--- src/rtl/bhq_ram.sv ---
// bhq_ram: generic single-write, single-read memory with registered read data
// no dependencies
`timescale 1ns / 1ps
`default_nettype none

module bhq_ram #(
  parameter int WIDTH = 32,
  parameter int DEPTH = 2
) (
  input  logic                                          clk,
  input  logic                                          we,
  input  logic [((DEPTH > 1) ? $clog2(DEPTH) : 1)-1:0] waddr,
  input  logic [WIDTH-1:0]                              wdata,
  input  logic [((DEPTH > 1) ? $clog2(DEPTH) : 1)-1:0] raddr,
  output logic [WIDTH-1:0]                              rdata
);

  logic [WIDTH-1:0] mem [DEPTH];

  always_ff @(posedge clk) begin
    if (we) begin
      mem[waddr] <= wdata;
    end
    rdata <= mem[raddr];
  end

endmodule

`default_nettype wire

--- config.mk ---
export PLATFORM = sky130hd
export DESIGN_NAME = bhq_ram
export DESIGN_NICKNAME = d
export VERILOG_FILES = /design/src/rtl/bhq_ram.sv
export SDC_FILE = /design/constraint.sdc
export NUM_CORES = 1
export LEC_CHECK = 0
export BUFFER_PORTS_ARGS = -buffer_cell sky130_fd_sc_hd__clkbuf_2
export CAP_MARGIN = 10
export CORE_MARGIN = 2
export CORE_UTILIZATION = 35
export CTS_BUF_LIST = sky130_fd_sc_hd__clkbuf_4 sky130_fd_sc_hd__clkbuf_8
export CTS_CLUSTER_DIAMETER = 30
export DETAILED_ROUTE_END_ITERATION = 8
export PLACE_DENSITY = 0.55
export SYNTH_ARGS = -nofsm -noshare
export SYNTH_HDL_FRONTEND = slang
export SYNTH_SLANG_ARGS = --single-unit
export TNS_END_PERCENT = 10
--- constraint.sdc ---
create_clock -name clk -period 4.1 [get_ports clk]
set_input_delay 0.82 -clock clk [delete_from_list [all_inputs] [get_ports clk]]
set_output_delay 0.82 -clock clk [all_outputs]
set_load 0.05 [all_outputs]
==> impl_results.md <==
- Placed Instances: 306
- Hold_buf cts: 0
- Setup ws final: 2.239 ns
- Routed Antenna Nets: 0
- Worst r2r dst: rdata[24]
- Die area: 0.009684 mm^2
- WL final: 4495 um
- Status: finished clean
- Largest net degree at the start of global routing: 33
- Number of I/O pins: 68
- Worst Hold Launch: mem[0][5]
- Final setup viols: 0
- R2r startpoint: mem[0][24]
- Area growth syn-to-layout: 20.62%
- Vias: 1,367
- Critical Path RT: 4.34 ns
- TritonCTS clock tree: done
- Number of library cell types mapped by synthesis: 8
- Router iterations before antenna repair: 4
- Post-Syn Area: 0.003119 mm^2
- Estimated wirelength of the detail-placed design: 2745 um
- Arrival @ worst endpoint: 2.10 ns
- Synthesis-stage register bit count: 96
- Cell Chain, Critical Path: clkbuf_2 -> buf_4 -> mux2_2
- Clk_lat worst skew: 0.35 ns
- IO Port Bufs: 67
- CTS root buf: clkbuf_8
- Pre-CTS setup slack: 1.804 ns
- Worst-path fanout max: 19
- Critical path class: primary input to register
- Reg2reg setup slack: 3.34 ns
- Final Cycle Share: 45.40%
- R2R depth: 1
- Routability cong.: 0.6497
- Max-slew violations: 0
- Final Skew: 0.01075 ns
- Worst setup EP type: register
- Post-Layout Cell Count: 322
- CP max-delay cell: clkbuf_2
- Pleak: 1.533 nW
- Sink Count: 96
- Die span in x: 98.41 um
- Core footprint: 0.008678 mm^2
- Global-route wire length before repair: 7010 um
- Seq/Total Area, Yosys: 82.15%
- GRT Total Usage: 10.10%
- CTS resizes: 0
- Std cell rows: 34
- Max IR drop VDD: 252.1 uV
- Slowest stage delay, CP: 0.52 ns
- Mapped Nets: 170
- Final min period: 1.861 ns
- Hold endpoint: rdata[5]
- Via/cell ratio: 4.245
- TritonCTS Buffers: 9
- Initial antenna violation count: 0
- WL/cell: 13.96 um
- Avg Inst Size Synth: 23.28 um^2
- Power density over the cells: 538.8 mW/mm^2
- Layout net count: 245
- Die Span Y: 98.41 um
- Post-route setup TNS: 0 ns
- Max Fclk: 537.3 MHz
- H-tree levels: 3
- First-iteration detailed-routing DRC count: 55
- Vias in the first global route: 1,413
- Clk buf depth: 2
- Reg clk slew, reported paths: 0.09 ns
- Total gr overflow: 0
- Tightest Hold Check Type: register to register
- DRC Markers: 0
- Max_slew headroom: 33.91%
- Setup crit start kind: primary input
- Ant diodes: 0
- Slew @ Worst Pin: 0.9892 ns
- Setup Buffers After CTS: 0
- Starting Density: 35.94%
- Unrepaired setup endpoints after global routing: no
- Layout cells sized above 1: 55.14%
- Hold Path Cell Cnt: 1
- Count of final hold-check violations: 0
- Max Cap Violations: 0
- Ys Warns: 0
- Synth Instances: 134
[through the flow]
step	hold WS (ns)	utilization [%]	power (mW)	cell area [um^2]
after CTS	0.4760	43.35	2.056	3762
after detailed placement	0.4586	40.73	1.377	3535
after global routing	0.4871	43.35	2.114	3762
after global placement	0.4530	40.73	1.374	3535
after floorplan	0.4477	-	1.318	3119
final	0.4656	43.35	2.027	3762
[where the power goes]
group | internal (mW) | leakage [nW] | switching [mW]
Sequential | 1.11 | 0.871 | 0.0184
Clock | 0.381 | 0.114 | 0.296
Combinational | 0.0729 | 0.548 | 0.150
Total | 1.56 | 1.53 | 0.465
[worst max-delay path by stage]
stage | startpoint | end | cells after the start
floorplan | waddr | mem[0][0] | 1
global placement | raddr | rdata[30] | 3
detailed placement | raddr | rdata[30] | 3
CTS | raddr | rdata[30] | 3
global route | raddr | rdata[30] | 3
finish | raddr | rdata[30] | 3
[worst max-delay path, delay by kind of cell]
| family | cells | cell delay (ns) |
|---|---|---|
| buffers and inverters | 2 | 0.92 |
| multiplexers | 1 | 0.36 |
[cells in the mapped netlist]
cell type / count / area (um^2)
edfxtp_1: 64 / 1922
nor2b_1: 1 / 6.260
mux2_2: 2 / 22.52
buf_12: 3 / 60.06
dfxtp_1: 32 / 640.6
buf_6: 1 / 11.26
mux2_4: 30 / 450.4
and2_1: 1 / 6.260
[registers in the layout, summed over array words and instances, names as in the netlist]
signal / flops
mem: 64
rdata: 32
[final cells by class]
type	count	area [um^2]
Fill cell	806	4916
Timing Repair Buffer	68	342.8
Sequential cell	96	2562
Clock inverter	3	67.56
Clock buffer	13	160.2
Multi-Input combinational cell	34	494.2
Tap cell	108	135.1
[cells in the final DEF (no fill, tap or decap), drive strengths merged]
cell	n
and2	1
buf	1
bufinv	2
clkbuf	80
clkinvlp	1
dfxtp	32
edfxtp	64
mux2	32
nor2b	1
[logic make-up (layout without fill, tap and decap cells)]
kind of cell	after synthesis	count (layout)	share of synthesized area, %
simple gates	2	2	0.4014
buf+inv	4	84	2.286
mux	32	32	15.16
flops	96	96	82.15
[metal layers]
metal / up-vias / global-route usage [%] / wire length [um]
met5: - / 0 / 0
met4: 0 / 5.690 / 104
met3: 10 / 4.653 / 322
met2: 49 / 15.54 / 2127
met1: 659 / 11.67 / 1941
li1: 649 / - / -
Note: power is estimated with default switching activity, not from simulation.
