## config.mk

```make
export PLATFORM = sky130hd
export DESIGN_NAME = bhq_cell
export DESIGN_NICKNAME = d
export VERILOG_FILES = /design/src/rtl/bhq_pkg.sv /design/src/rtl/bhq_cell.sv
export SDC_FILE = /design/constraint.sdc
export NUM_CORES = 1
export LEC_CHECK = 0
export BUFFER_PORTS_ARGS = -buffer_cell sky130_fd_sc_hd__clkbuf_2
export CAP_MARGIN = 5
export CORE_AREA = 2 2 102 202
export CTS_BUF_LIST = sky130_fd_sc_hd__clkbuf_2
export CTS_CLUSTER_DIAMETER = 120
export DETAILED_ROUTE_END_ITERATION = 8
export DIE_AREA = 0 0 104 204
export PLACE_DENSITY = 0.66
export SLEW_MARGIN = 10
export SYNTH_ARGS = -nofsm -noshare
export SYNTH_HDL_FRONTEND = slang
export SYNTH_SLANG_ARGS = --single-unit
```

## constraint.sdc

```tcl
create_clock -name clk -period 7.72 [get_ports clk]
set_input_delay 0.772 -clock clk [delete_from_list [all_inputs] [get_ports clk]]
set_output_delay 0.772 -clock clk [all_outputs]
set_load 0.05 [all_outputs]
```

## src/rtl/bhq_pkg.sv

```systemverilog
// bhq_pkg: sizes, codes, payload structs and cell handoff types of the binary max-heap queue
// used by bhq_cell and binary_max_heap_queue; depends on nothing else
`timescale 1ns / 1ps
`default_nettype none

package bhq_pkg;

  localparam int CAPACITY = 1024;
  localparam int KEY_W    = 32;

  // heap levels including the root; node indices are 1-based
  localparam int NUM_LVL  = $clog2(CAPACITY + 1);
  localparam int NODE_W   = NUM_LVL;
  localparam int PATH_W   = NUM_LVL - 1;
  localparam int LEFT_W   = $clog2(NUM_LVL);

  localparam int ITEM_KEY_W = 32;
  localparam int STATUS_W   = 2;
  localparam int COUNT_W    = 11;

  localparam logic KIND_INSERT  = 1'b0;
  localparam logic KIND_EXTRACT = 1'b1;

  localparam logic [STATUS_W-1:0] ST_OK    = 2'd0;
  localparam logic [STATUS_W-1:0] ST_EMPTY = 2'd1;
  localparam logic [STATUS_W-1:0] ST_FULL  = 2'd2;

  localparam logic OP_INSERT = 1'b0;
  localparam logic OP_SIFT   = 1'b1;

  typedef struct packed {
    logic                  kind;
    logic [ITEM_KEY_W-1:0] key;
  } in_item_t;

  typedef struct packed {
    logic [ITEM_KEY_W-1:0] top_key;
    logic [STATUS_W-1:0]   status;
    logic [COUNT_W-1:0]    entry_count;
  } out_item_t;

  // work handed from one level cell to the next
  typedef struct packed {
    logic              valid;
    logic              op;
    logic [KEY_W-1:0]  key;
    logic [NODE_W-1:0] node;
    logic [PATH_W-1:0] path;
    logic [LEFT_W-1:0] left;
  } tok_t;

  typedef struct packed {
    logic              en;
    logic [NODE_W-1:0] node;
    logic [KEY_W-1:0]  key;
  } wr_t;

  typedef struct packed {
    logic [NODE_W-1:0] rd_node;
    wr_t               wr;
  } ram_req_t;

  // entries of one level that sit in the even (bank 0) or odd (bank 1) index bank
  function automatic int bank_depth(input int lvl, input int bank);
    int lo;
    int hi;
    lo = 1 << lvl;
    hi = (2 * lo - 1 < CAPACITY) ? 2 * lo - 1 : CAPACITY;
    if (bank == 1) begin
      return (hi + 1) / 2 - lo / 2;
    end
    return hi / 2 - (lo - 1) / 2;
  endfunction

  // level of a 1-based node index
  function automatic logic [LEFT_W-1:0] msb_pos(input logic [NODE_W-1:0] v);
    logic [LEFT_W-1:0] p;
    p = '0;
    for (int i = 0; i < NODE_W; i++) begin
      if (v[i]) begin
        p = LEFT_W'(i);
      end
    end
    return p;
  endfunction

endpackage

`default_nettype wire

```

## src/rtl/bhq_cell.sv

```systemverilog
// bhq_cell: one heap level; compares the carried key against the row read from its level
// and hands the walk to the level below; uses bhq_pkg
`timescale 1ns / 1ps
`default_nettype none

module bhq_cell (
  input  logic                             clk,
  input  logic                             rst,
  input  bhq_pkg::tok_t                    tok_in,
  input  logic [bhq_pkg::NODE_W-1:0]       fetch_node,
  input  logic [bhq_pkg::NODE_W-1:0]       heap_cnt,
  input  bhq_pkg::wr_t                     wb_in,
  input  logic [bhq_pkg::KEY_W-1:0]        rd_even,
  input  logic [bhq_pkg::KEY_W-1:0]        rd_odd,
  output bhq_pkg::ram_req_t                req,
  output bhq_pkg::tok_t                    tok_out,
  output bhq_pkg::wr_t                     wb_out,
  output logic                             done
);

  localparam int NW = bhq_pkg::NODE_W;
  localparam int PW = bhq_pkg::PATH_W;
  localparam int KW = bhq_pkg::KEY_W;
  localparam int LW = bhq_pkg::LEFT_W;

  bhq_pkg::tok_t cur;
  bhq_pkg::wr_t  own_wr;

  logic [KW-1:0] slot_key;
  logic [KW-1:0] best_key;
  logic [KW-1:0] child_key;
  logic          l_ok;
  logic          r_ok;
  logic          pick_l;
  logic          pick_r;
  logic          ins_swap;
  logic [NW-1:0] child;
  logic [NW-1:0] parent;
  logic [NW:0]   grand;

  always_ff @(posedge clk) begin
    if (rst) begin
      cur <= '0;
    end else begin
      cur <= tok_in;
    end
  end

  // the row is read in the cycle the token arrives, data is back for the compute cycle
  assign req.rd_node = tok_in.valid ? tok_in.node : fetch_node;
  assign req.wr      = wb_in.en ? wb_in : own_wr;

  always_comb begin
    slot_key  = cur.node[0] ? rd_odd : rd_even;
    ins_swap  = cur.key > slot_key;
    // sift: cur.node is the left child of the hole
    l_ok      = cur.node <= heap_cnt;
    r_ok      = (cur.node | NW'(1)) <= heap_cnt;
    pick_l    = l_ok && (rd_even > cur.key);
    best_key  = pick_l ? rd_even : cur.key;
    pick_r    = r_ok && (rd_odd > best_key);
    child     = pick_r ? (cur.node | NW'(1)) : cur.node;
    child_key = pick_r ? rd_odd : rd_even;
    grand     = {child, 1'b0};
    parent    = cur.node >> 1;

    tok_out = '0;
    wb_out  = '0;
    own_wr  = '0;
    done    = 1'b0;

    if (cur.valid) begin
      unique case (cur.op)
        bhq_pkg::OP_INSERT: begin
          if (cur.left == '0) begin
            own_wr.en   = 1'b1;
            own_wr.node = cur.node;
            own_wr.key  = cur.key;
            done        = 1'b1;
          end else begin
            if (ins_swap) begin
              own_wr.en   = 1'b1;
              own_wr.node = cur.node;
              own_wr.key  = cur.key;
            end
            tok_out.valid = 1'b1;
            tok_out.op    = bhq_pkg::OP_INSERT;
            tok_out.key   = ins_swap ? slot_key : cur.key;
            tok_out.node  = {cur.node[NW-2:0], cur.path[PW-1]};
            tok_out.path  = cur.path << 1;
            tok_out.left  = cur.left - LW'(1);
          end
        end
        bhq_pkg::OP_SIFT: begin
          wb_out.en   = 1'b1;
          wb_out.node = parent;
          if (!pick_l && !pick_r) begin
            wb_out.key = cur.key;
            done       = 1'b1;
          end else begin
            wb_out.key = child_key;
            if (grand > {1'b0, heap_cnt}) begin
              // promoted child is a leaf: the carried key settles there
              own_wr.en   = 1'b1;
              own_wr.node = child;
              own_wr.key  = cur.key;
              done        = 1'b1;
            end else begin
              tok_out.valid = 1'b1;
              tok_out.op    = bhq_pkg::OP_SIFT;
              tok_out.key   = cur.key;
              tok_out.node  = grand[NW-1:0];
            end
          end
        end
      endcase
    end
  end

endmodule

`default_nettype wire

```

==> results of run 1 <==
[path summary, 6_finish.rpt]
| path | from | endpoint | slack (ps) | cells after the start |
|---|---|---|---|---|
| max | cur[50] | req[37] | 270 | 27 |
| min | tok_in[52] | cur[52] | 350 | 2 |
[per-stage QoR]
step | hold WS (ps) | utilization (%)
final | 353.7 | 49.96
after global routing | 305.3 | 49.96
after CTS | 295.7 | 49.39
after detailed placement | 984.4 | 48.40
after global placement | 979.7 | 48.40
after floorplan | 900.2 | -
[metal layers]
metal | part of all wire, % | global-route usage, % | vias up
met2 | 54 | 48.73 | 314
met3 | 5.4 | 4.401 | 67
met4 | 4.5 | 13.32 | 0
met5 | 0 | 0 | -
met1 | 36 | 26.42 | 3625
li1 | - | - | 3775
[cells in the final DEF, fill, tap and decap left out, types with 2 or more instances in the layout]
master,count
nor3_1,2
conb_1,2
a21o_1,13
clkbuf_2,286
nand3_1,13
and4_1,9
nor2_4,3
a22o_1,43
dfxtp_2,5
a211oi_1,36
nor4_1,3
nor2_1,46
inv_6,2
buf_2,9
o21ai_1,2
o31ai_2,2
nor2b_1,71
mux2_2,11
dfxtp_1,54
xnor2_1,2
buf_12,43
diode_2,3
a221o_1,6
buf_4,41
nand2_1,24
a21oi_1,71
o211ai_1,6
and2_1,3
o21a_1,3
inv_1,54
clkinv_4,2
clkbuf_4,20
o21ai_0,44
mux2i_1,63
and3_1,23
nand4_1,18
a211o_1,2
ha_1,120
[worst max-delay path: cells and delay by family, from the launching register on]
kind	cells	cell delay, ps
AOI/OAI and AO/OA	10	2350
adders and majority gates	3	860
buffers and inverters	5	860
DFF	1	430
muxes	1	130
and+or+nand+nor	8	1460
[cell families after synthesis]
family | count (synthesis) | share of synthesized area [%]
flip-flops | 59 | 17.40
multiplexers | 74 | 11.12
adder cells (fa/ha/maj) | 120 | 22.12
buffers and inverters | 104 | 6.617
XOR/XNOR | 2 | 0.2581
other | 1 | 0.05525
AND/OR/NAND/NOR | 221 | 18.12
AO/OA/AOI/OAI | 244 | 24.31
[timing repair]
item / CTS / global route
buffers inserted: 6 / 0
setup endpoints to repair: 87 / 69
hold buffers: 0 / 0
pin swaps: 2 / 2
cloned: 1 / 1
resized for setup: 4 / 57
[power groups by stage]
| stage | logic, mW | clock network [mW] | registers [mW] |
|---|---|---|---|
| finish | 0.679 | 0.203 | 0.342 |
| detailed placement | 0.653 | 0 | 0.348 |
| floorplan | 0.422 | 0 | 0.340 |
| global route | 0.735 | 0.226 | 0.345 |
| global placement | 0.644 | 0 | 0.347 |
| CTS | 0.672 | 0.214 | 0.342 |
[area by class of cell]
| type | instances | area, um2 |
|---|---|---|
| Sequential cell | 59 | 1187 |
| Fill cell | 1985 | 9873 |
| Clock inverter | 7 | 58.81 |
| Multi-Input combinational cell | 664 | 5251 |
| Clock buffer | 9 | 45.04 |
| Timing Repair Buffer | 391 | 2775 |
| Antenna cell | 3 | 7.507 |
| Inverter | 54 | 202.7 |
| Tap cell | 262 | 327.8 |
==> summary.md, run 1 <==
| Metric | Value |
|---|---|
| Via density | `around 5.4` |
| Post-route cell area | `a little under 10,000 um2` |
| Top-count cell post-synth | `ha_1` |
| Peak VDD IR | `about 0.000082 V` |
| PortBufs | `347` |
| Root buffer cell | `clkbuf_2` |
| Area leader, netlist | `ha_1` |
| Critical path class | `reg2out` |
| Logic pwr share | `a little under three fifths` |
| DR WL/cell | `19.39 um` |
| First-pass GRT wire length | `about 42 mm` |
| Initial Util | `around 34%` |
| Synth top cells by count | `120 x ha_1, 71 x a21oi_1, 71 x nor2b_1, 63 x mux2i_1, 59 x dfxtp_1` |
| CTS sink cnt | `59` |
| Post-synthesis register bit count | `59` |
| Crit start category | `flip-flop` |
| Clock slew at reported path FFs | `between 200 and 300 ps` |
| Routed Antenna Nets | `0` |
| Hold crit path type | `in2reg` |
| Worst Setup End Kind | `output pin` |
| DRC | `0` |
| Fmax | `between 100 and 150 MHz` |
| DP Area | `9549 um2` |
| Worst path arrival time | `roughly 6700 ps` |
| Placed Cells | `~1,400` |
| Final Power | `approximately 1.2 mW` |
| Post-place setup slack | `-279.6 ps` |
| Largest register FFs | `59` |
| Status | `complete, no violations` |
| Non-Filler Instances | `roughly 1,400` |
| Synthesis Warnings | `0` |
| RSZ-0062 raised after global routing | `no` |
| Tmin final | `around 7500 ps` |
| Max Cap Viol | `0` |
| CTS tree | `yes` |
| Crit-path max FO | `17` |
| Core area | `a little under 20,000 um2` |
| Mean Syn Cell Area | `between 8 and 9 um2` |
| DR pass1 iterations | `5` |
| Period utilisation layout | `a little over nine tenths` |
| Post-synth top area share | `between 20% and 30%` |
| Sequential share of power | `~28%` |
| Area growth syn-to-layout | `45.20%` |
| Setup WS post-layout | `265.4 ps` |
| Setup violators final | `0` |
| CP most frequent cell | `ha_1` |
| Net load switching power | `roughly 0.59 mW` |
| H-tree depth | `3` |
| Top Registers | `cur (59)` |
| Largest cells by area after synthesis | `ha_1 22%, dfxtp_1 17%, mux2i_1 9.3%` |
| Cell Area, Synth | `about 6800 um2` |
| Critical Path RT | `~7000 ps` |
| Crit path largest cell delay | `between 500 and 600 ps` |
| Cells after Synth | `825` |
| Clk pwr share | `~17%` |
| Vias in the first global route | `around 8,000` |
| Die area | `around 21,000 um2` |
| Drt initial violations | `approximately 380` |
| Worst-margin pin slew | `between 1000 and 1500 ps` |
| Pint | `~0.63 mW` |
| Pins Over Slew Limit | `0` |
| CTS Buffer Depth | `2` |
| Crit path max-delay cell type | `or4_1` |
| PwrDens | `around 120 nW/um2` |
| GRT Util Overall | `roughly a quarter` |
| Slew headroom | `between 10% and 20%` |
| Nets@finish | `1,490` |
| Primary FF master, synth | `dfxtp_1` |
| Largest net degree at the start of global routing | `between 60 and 70` |
| Die H | `between 200 and 250 um` |
| Setup TNS | `0 ps` |
| CTS Buf Count | `9` |
| I/O pins | `350` |
| WL final | `between 20 and 30 mm` |
| Most flop-heavy register | `cur` |
| Asr flop ratio synth | `0%` |
| Post-synth EDFFs | `0` |
| Routed vias | `7,781` |
| Hpwl dp | `22.34 mm` |
| Netlist cell types | `52` |
| Sequential share of the synthesized area | `17.40%` |
| Hold Violations, Final | `0` |
| Final RePlAce weighted congestion | `between 0.9 and 1` |
| Leakage power | `between 4 and 5 nW` |
| Remaining Overflow, GRT | `0` |
| Std-Cell Rows | `73` |
| Die width | `about 100 um` |
| Antenna violations before repair | `3` |
| Sw frac | `48.27%` |
| Layout cell share with drive strength beyond 1 | `37.33%` |
No activity file was read; power rests on OpenSTA's default activity.
==> run 2: changes to the inputs <==
--- a/config.mk
+++ b/config.mk
@@ -13,6 +13,7 @@
 export DETAILED_ROUTE_END_ITERATION = 8
 export DIE_AREA = 0 0 104 204
 export PLACE_DENSITY = 0.66
+export REMOVE_ABC_BUFFERS = 1
 export SLEW_MARGIN = 10
 export SYNTH_ARGS = -nofsm -noshare
 export SYNTH_HDL_FRONTEND = slang
==> summary.md, run 2 (same netlist as run 1, synthesis figures left out) <==
| Metric | Value |
|---|---|
| Status | `complete, no violations` |
| Std-Cell Rows | `73 (unchanged)` |
| Die H | `204 um (unchanged)` |
| Setup TNS | `0 ps (unchanged)` |
| Clock slew at reported path FFs | `220 ps (-40 ps)` |
| First-pass GRT wire length | `41.10 mm (-3.0%)` |
| Hold crit path type | `in2reg` |
| Crit path largest cell delay | `560 ps (-30 ps)` |
| CTS Buf Count | `9 (unchanged)` |
| Area growth syn-to-layout | `40.63%` |
| Largest net degree at the start of global routing | `66 (unchanged)` |
| Worst Setup End Kind | `output pin` |
| Nets@finish | `1,472 (-1.2%)` |
| Crit path max-delay cell type | `or4_4` |
| Hpwl dp | `21.84 mm (-2.2%)` |
| Final RePlAce weighted congestion | `0.9034 (-2.0%)` |
| Commonest cells after routing, fill and taps aside | `297 x clkbuf_2, 120 x ha_1, 71 x a21oi_1, 71 x nor2b_1, 63 x mux2i_1` |
| I/O pins | `350 (unchanged)` |
| Drt initial violations | `232 (-38%)` |
| Peak VDD IR | `0.0001044 V (+28%)` |
| Vias in the first global route | `7,738 (-3.5%)` |
| GRT Util Overall | `24.85% (-0.75 points)` |
| Crit-path max FO | `9 (-8)` |
| Hold Path End | `cur[34]` |
| Worst-margin pin slew | `873.3 ps (-343.3 ps)` |
| Tmin final | `7410 ps (-45.04 ps)` |
| Critical Path RT | `6950 ps (about the same)` |
| CTS sink cnt | `59 (unchanged)` |
| CTS tree | `yes` |
| Routed Antenna Nets | `0 (unchanged)` |
| Root buffer cell | `clkbuf_2` |
| Top Registers | `cur (59)` |
| Most flop-heavy register | `cur` |
| Period utilisation layout | `95.98% (-0.58 points)` |
| DRC | `0 (unchanged)` |
| Routed vias | `7,627 (-2.0%)` |
| Crit path max-delay family | `compound AO/OA/AOI/OAI gates` |
| Hold Violations, Final | `0 (unchanged)` |
| DR pass1 iterations | `5 (unchanged)` |
| PortBufs | `347 (unchanged)` |
| Remaining Overflow, GRT | `0 (unchanged)` |
| Antenna violations before repair | `3 (unchanged)` |
| Non-Filler Instances | `1,431 (-1.2%)` |
| Die width | `104 um (unchanged)` |
| Crit start category | `flip-flop` |
| Die area | `21,220 um2 (unchanged)` |
| WL final | `27.17 mm (-3.3%)` |
| Leakage power | `4.799 nW (-2.6%)` |
| DR WL/cell | `18.98 um (-2.1%)` |
| CTS Buffer Depth | `2 (unchanged)` |
| Fmax | `135.0 MHz (+0.61%)` |
| Core area | `19,730 um2 (unchanged)` |
| CP most frequent cell | `ha_1` |
| H-tree depth | `3 (unchanged)` |
| Max Cap Viol | `0 (unchanged)` |
| Worst path arrival time | `6640 ps (-40 ps)` |
| Start point of the worst min-delay path | `tok_in[34]` |
| Layout cell share with drive strength beyond 1 | `36.79% (-0.54 points)` |
| Setup violators final | `0 (unchanged)` |
| Critical path class | `reg2out` |
| Commonest non-fill, non-tap cell in the layout | `clkbuf_2` |
| Pins Over Slew Limit | `0 (unchanged)` |
| Slew headroom | `41.78% (+23 points)` |
| Hold Crit Depth | `2 (unchanged)` |
| Placed Cells | `1,404 (-1.3%)` |
| Crit path buf inv count | `6 (+1)` |
| Largest register FFs | `59 (unchanged)` |
| PwrDens | `125.9 nW/um2 (+1.4%)` |
| Hold WS | `341.7 ps (-12.01 ps)` |
| Initial Util | `34.41% (unchanged)` |
| Via density | `5.330 (-0.75%)` |
==> run 2: cell types whose count changed in the layout (fill, tap and decap cells not counted), sizes merged <==
cell	before	now
clkinv	3	5
buf	93	66
clkbuf	307	316
inv	57	54
bufinv	0	1
==> run 2: where the power goes <==
group	switching, mW	internal (mW)	total [mW]	leakage [nW]
clock	0.138	0.0702	0.208	0.0642
combinational	0.403	0.246	0.649	4.24
sequential	0.0236	0.322	0.345	0.496
==> run 2: how the worst max path moves through the flow <==
stage                     start  slack [ps]  endpoint  cells after the start
global placement    rd_even[15]         -20   req[13]                     26
finish                  cur[34]         310   req[38]                     29
CTS                     cur[52]          20   req[37]                     28
detailed placement  rd_even[15]        -200    req[6]                     26
global route            cur[39]        -0.8   req[20]                     28
floorplan               cur[14]       -2570   req[32]                     21
==> run 2: metrics by stage <==
stage / utilization (%) / total power, mW / setup slack [ps] / instance area (um2)
2_1_floorplan: - / 0.7450 / -2567 / 6545
3_3_place_gp: 46.70 / 0.9672 / -21.00 / 9214
3_5_place_dp: 46.70 / 0.9768 / -195.9 / 9214
4_1_cts: 47.65 / 1.207 / 22.55 / 9402
5_1_grt: 48.38 / 1.280 / -0.8264 / 9545
6_report: 48.38 / 1.202 / 310.4 / 9545
==> run 2: layout make-up <==
| type | count | area (um2) |
|---|---|---|
| fill | 1984 | 10180 |
| multi-input combinational | 664 | 5243 |
| timing repair buffer | 373 | 2456 |
| sequential | 59 | 1205 |
| tap | 262 | 327.8 |
| inverter | 54 | 202.7 |
| clock inverter | 7 | 58.81 |
| clock buffer | 9 | 45.04 |
| antenna | 3 | 7.507 |
==> run 2: repair_timing <==
action / 4_1_cts / 5_1_grt
pin swaps: 2 / 3
hold buffers: 0 / 0
endpoints found under the setup margin: 87 / 71
cloned: 1 / 1
gates resized for setup: 4 / 78
setup buffers: 5 / 1
==> run 2: metal layers <==
layer  GRT usage [%]  up-vias  wire length, um
met1           24.94     3533             9877
met2           48.38      282            14850
met3           4.273       67             1331
met4           12.50        0             1107
met5               0        -                0
li1                -     3745                -
==> run 3: changes to the inputs <==
--- a/config.mk
+++ b/config.mk
@@ -5,14 +5,16 @@
 export SDC_FILE = /design/constraint.sdc
 export NUM_CORES = 1
 export LEC_CHECK = 0
-export BUFFER_PORTS_ARGS = -buffer_cell sky130_fd_sc_hd__clkbuf_2
 export CAP_MARGIN = 5
+export CELL_PAD_IN_SITES_DETAIL_PLACEMENT = 1
+export CELL_PAD_IN_SITES_GLOBAL_PLACEMENT = 2
 export CORE_AREA = 2 2 102 202
 export CTS_BUF_LIST = sky130_fd_sc_hd__clkbuf_2
 export CTS_CLUSTER_DIAMETER = 120
 export DETAILED_ROUTE_END_ITERATION = 8
 export DIE_AREA = 0 0 104 204
-export PLACE_DENSITY = 0.66
+export DONT_BUFFER_PORTS = 1
+export PLACE_DENSITY = 0.82
 export REMOVE_ABC_BUFFERS = 1
 export SLEW_MARGIN = 10
 export SYNTH_ARGS = -nofsm -noshare
==> summary.md, run 3 (same netlist as run 1, synthesis figures left out) <==
| Metric | Value |
|---|---|
| Status | `complete, no violations` |
| Worst path arrival time | `6730 ps (+90 ps)` |
| DRC | `0 (unchanged)` |
| Crit path buf inv count | `5 (-1)` |
| Area growth syn-to-layout | `33.35%` |
| Clock slew at reported path FFs | `250 ps (+30 ps)` |
| Routed Antenna Nets | `0 (unchanged)` |
| Hold Crit Depth | `1 (-1)` |
| Crit-path max FO | `9 (unchanged)` |
| Die area | `21,220 um2 (unchanged)` |
| Slew headroom | `31.86% (-9.9 points)` |
| WL final | `29.48 mm (+8.5%)` |
| Largest register FFs | `59 (unchanged)` |
| Initial Util | `34.41% (unchanged)` |
| First-pass GRT wire length | `43.07 mm (+4.8%)` |
| CTS sink cnt | `59 (unchanged)` |
| I/O pins | `350 (unchanged)` |
| Crit path largest cell delay | `420 ps (-140 ps)` |
| Hold crit path type | `in2reg` |
| Period utilisation layout | `97.13% (+1.1 points)` |
| Std-Cell Rows | `73 (unchanged)` |
| Top Registers | `cur (59)` |
| Filler cell count in the final layout | `2,310 (+16%)` |
| Core area | `19,730 um2 (unchanged)` |
| Leakage power | `4.026 nW (-16%)` |
| Placed Cells | `1,170 (-17%)` |
| Nets@finish | `1,251 (-15%)` |
| Critical path class | `reg2out` |
| DR WL/cell | `24.39 um (+28%)` |
| PwrDens | `132.4 nW/um2 (+5.1%)` |
| Vias in the first global route | `7,652 (-1.1%)` |
| Drt initial violations | `234 (+0.86%)` |
| CTS Buffer Depth | `2 (unchanged)` |
| Storage element area | `1215 um2 (+0.83%)` |
| CP most frequent cell | `ha_1` |
| Crit path max-delay cell type | `dfxtp_2` |
| Antenna violations before repair | `3 (unchanged)` |
| Root buffer cell | `clkbuf_2` |
| CTS Buf Count | `9 (unchanged)` |
| Peak VDD IR | `0.0001074 V (+2.8%)` |
| Routed vias | `7,088 (-7.1%)` |
| Hold WS | `93.34 ps (-248.3 ps)` |
| Max Cap Viol | `0 (unchanged)` |
| Fmax | `133.4 MHz (-1.2%)` |
| PortBufs | `0 (-100%)` |
| Via density | `5.863 (+10%)` |
| Worst-margin pin slew | `1022 ps (+148.8 ps)` |
| Post-place setup slack | `-69.74 ps (+126.2 ps)` |
| Crit path depth | `28 (-3.4%)` |
| Crit path max-delay family | `compound AO/OA/AOI/OAI gates` |
| Largest net degree at the start of global routing | `66 (unchanged)` |
| Final RePlAce weighted congestion | `0.8589 (-4.9%)` |
| Commonest cells after routing, fill and taps aside | `120 x ha_1, 102 x buf_4, 71 x nor2b_1, 70 x a21oi_1, 58 x mux2i_1` |
| Worst Setup End Kind | `output pin` |
| Remaining Overflow, GRT | `0 (unchanged)` |
| GRT Util Overall | `26.50% (+1.7 points)` |
| Tmin final | `7498 ps (+88.65 ps)` |
| RSZ-0062 raised after global routing | `yes` |
| Layout cell share with drive strength beyond 1 | `26.77% (-10 points)` |
| Non-Filler Instances | `1,209 (-16%)` |
| Critical Path RT | `6950 ps (about the same)` |
| CTS tree | `yes` |
| Setup violators final | `0 (unchanged)` |
| Pins Over Slew Limit | `0 (unchanged)` |
| DR pass1 iterations | `4 (-1)` |
| Most flop-heavy register | `cur` |
| Commonest non-fill, non-tap cell in the layout | `ha_1` |
| Multi-input logic area | `5455 um2 (+4.1%)` |
| Final Power | `1.199 mW (-0.30%)` |
| Die H | `204 um (unchanged)` |
| Crit start category | `flip-flop` |
| Die width | `104 um (unchanged)` |
| DP Area | `8611 um2 (-6.5%)` |
| Hpwl dp | `22.54 mm (+3.2%)` |
| H-tree depth | `3 (unchanged)` |
| Hold Violations, Final | `0 (unchanged)` |
| Setup WS post-layout | `221.8 ps (-88.65 ps)` |
| Post-route cell area | `9051 um2 (-5.2%)` |
[run 3: changes by cell type in the layout (fill, tap and decap cells not counted), sizes merged]
cell | before | now
clkbuf | 316 | 10
buf | 66 | 150
clkinv | 5 | 2
clkinvlp | 1 | 3
inv | 54 | 56
bufinv | 1 | 0
diode | 3 | 2
dlygate4sd3 | 0 | 1
[run 3: final timing paths]
kind | start | endpoint | slack [ps]
max | cur[32] | req[28] | 220
min | rst | cur[55] | 90
[run 3: final cells by class]
cell class | count | share of cell area (%)
Antenna cell | 2 | 0.05529
Clock buffer | 9 | 0.4977
Clock inverter | 7 | 0.5806
Inverter | 54 | 2.239
Multi-Input combinational cell | 664 | 60.27
Sequential cell | 59 | 13.42
Tap cell | 262 | 3.622
Timing Repair Buffer | 152 | 19.31
[run 3: layer usage]
layer,share of wire (%),up-vias,track usage (%)
met5,0.044,-,0
met4,4.1,2,13.51
met3,5.9,70,7.111
met2,56,273,52.07
met1,34,3448,24.57
li1,-,3295,-
[run 3: where the power goes]
part / leakage, nW / switching, mW / total [mW] / internal [mW]
Clock: 0.0526 / 0.164 / 0.208 / 0.0439
Sequential: 0.498 / 0.0242 / 0.346 / 0.321
Combinational: 3.48 / 0.396 / 0.645 / 0.249
[run 3: what timing repair did]
item / CTS / global route
hold buffers: 1 / 0
pin swaps: 3 / 8
setup buffers: 7 / 9
gates resized for setup: 4 / 35
setup endpoints to repair: 89 / 74
hold endpoints to repair: 1 / 0
cloned: 1 / 2
[run 3: metrics by stage]
stage	TNS [ps]	util, %
2_1_floorplan	-228720	-
3_3_place_gp	0	43.65
3_5_place_dp	-1570	43.65
4_1_cts	0	44.65
5_1_grt	-2744	45.88
6_report	0	45.88
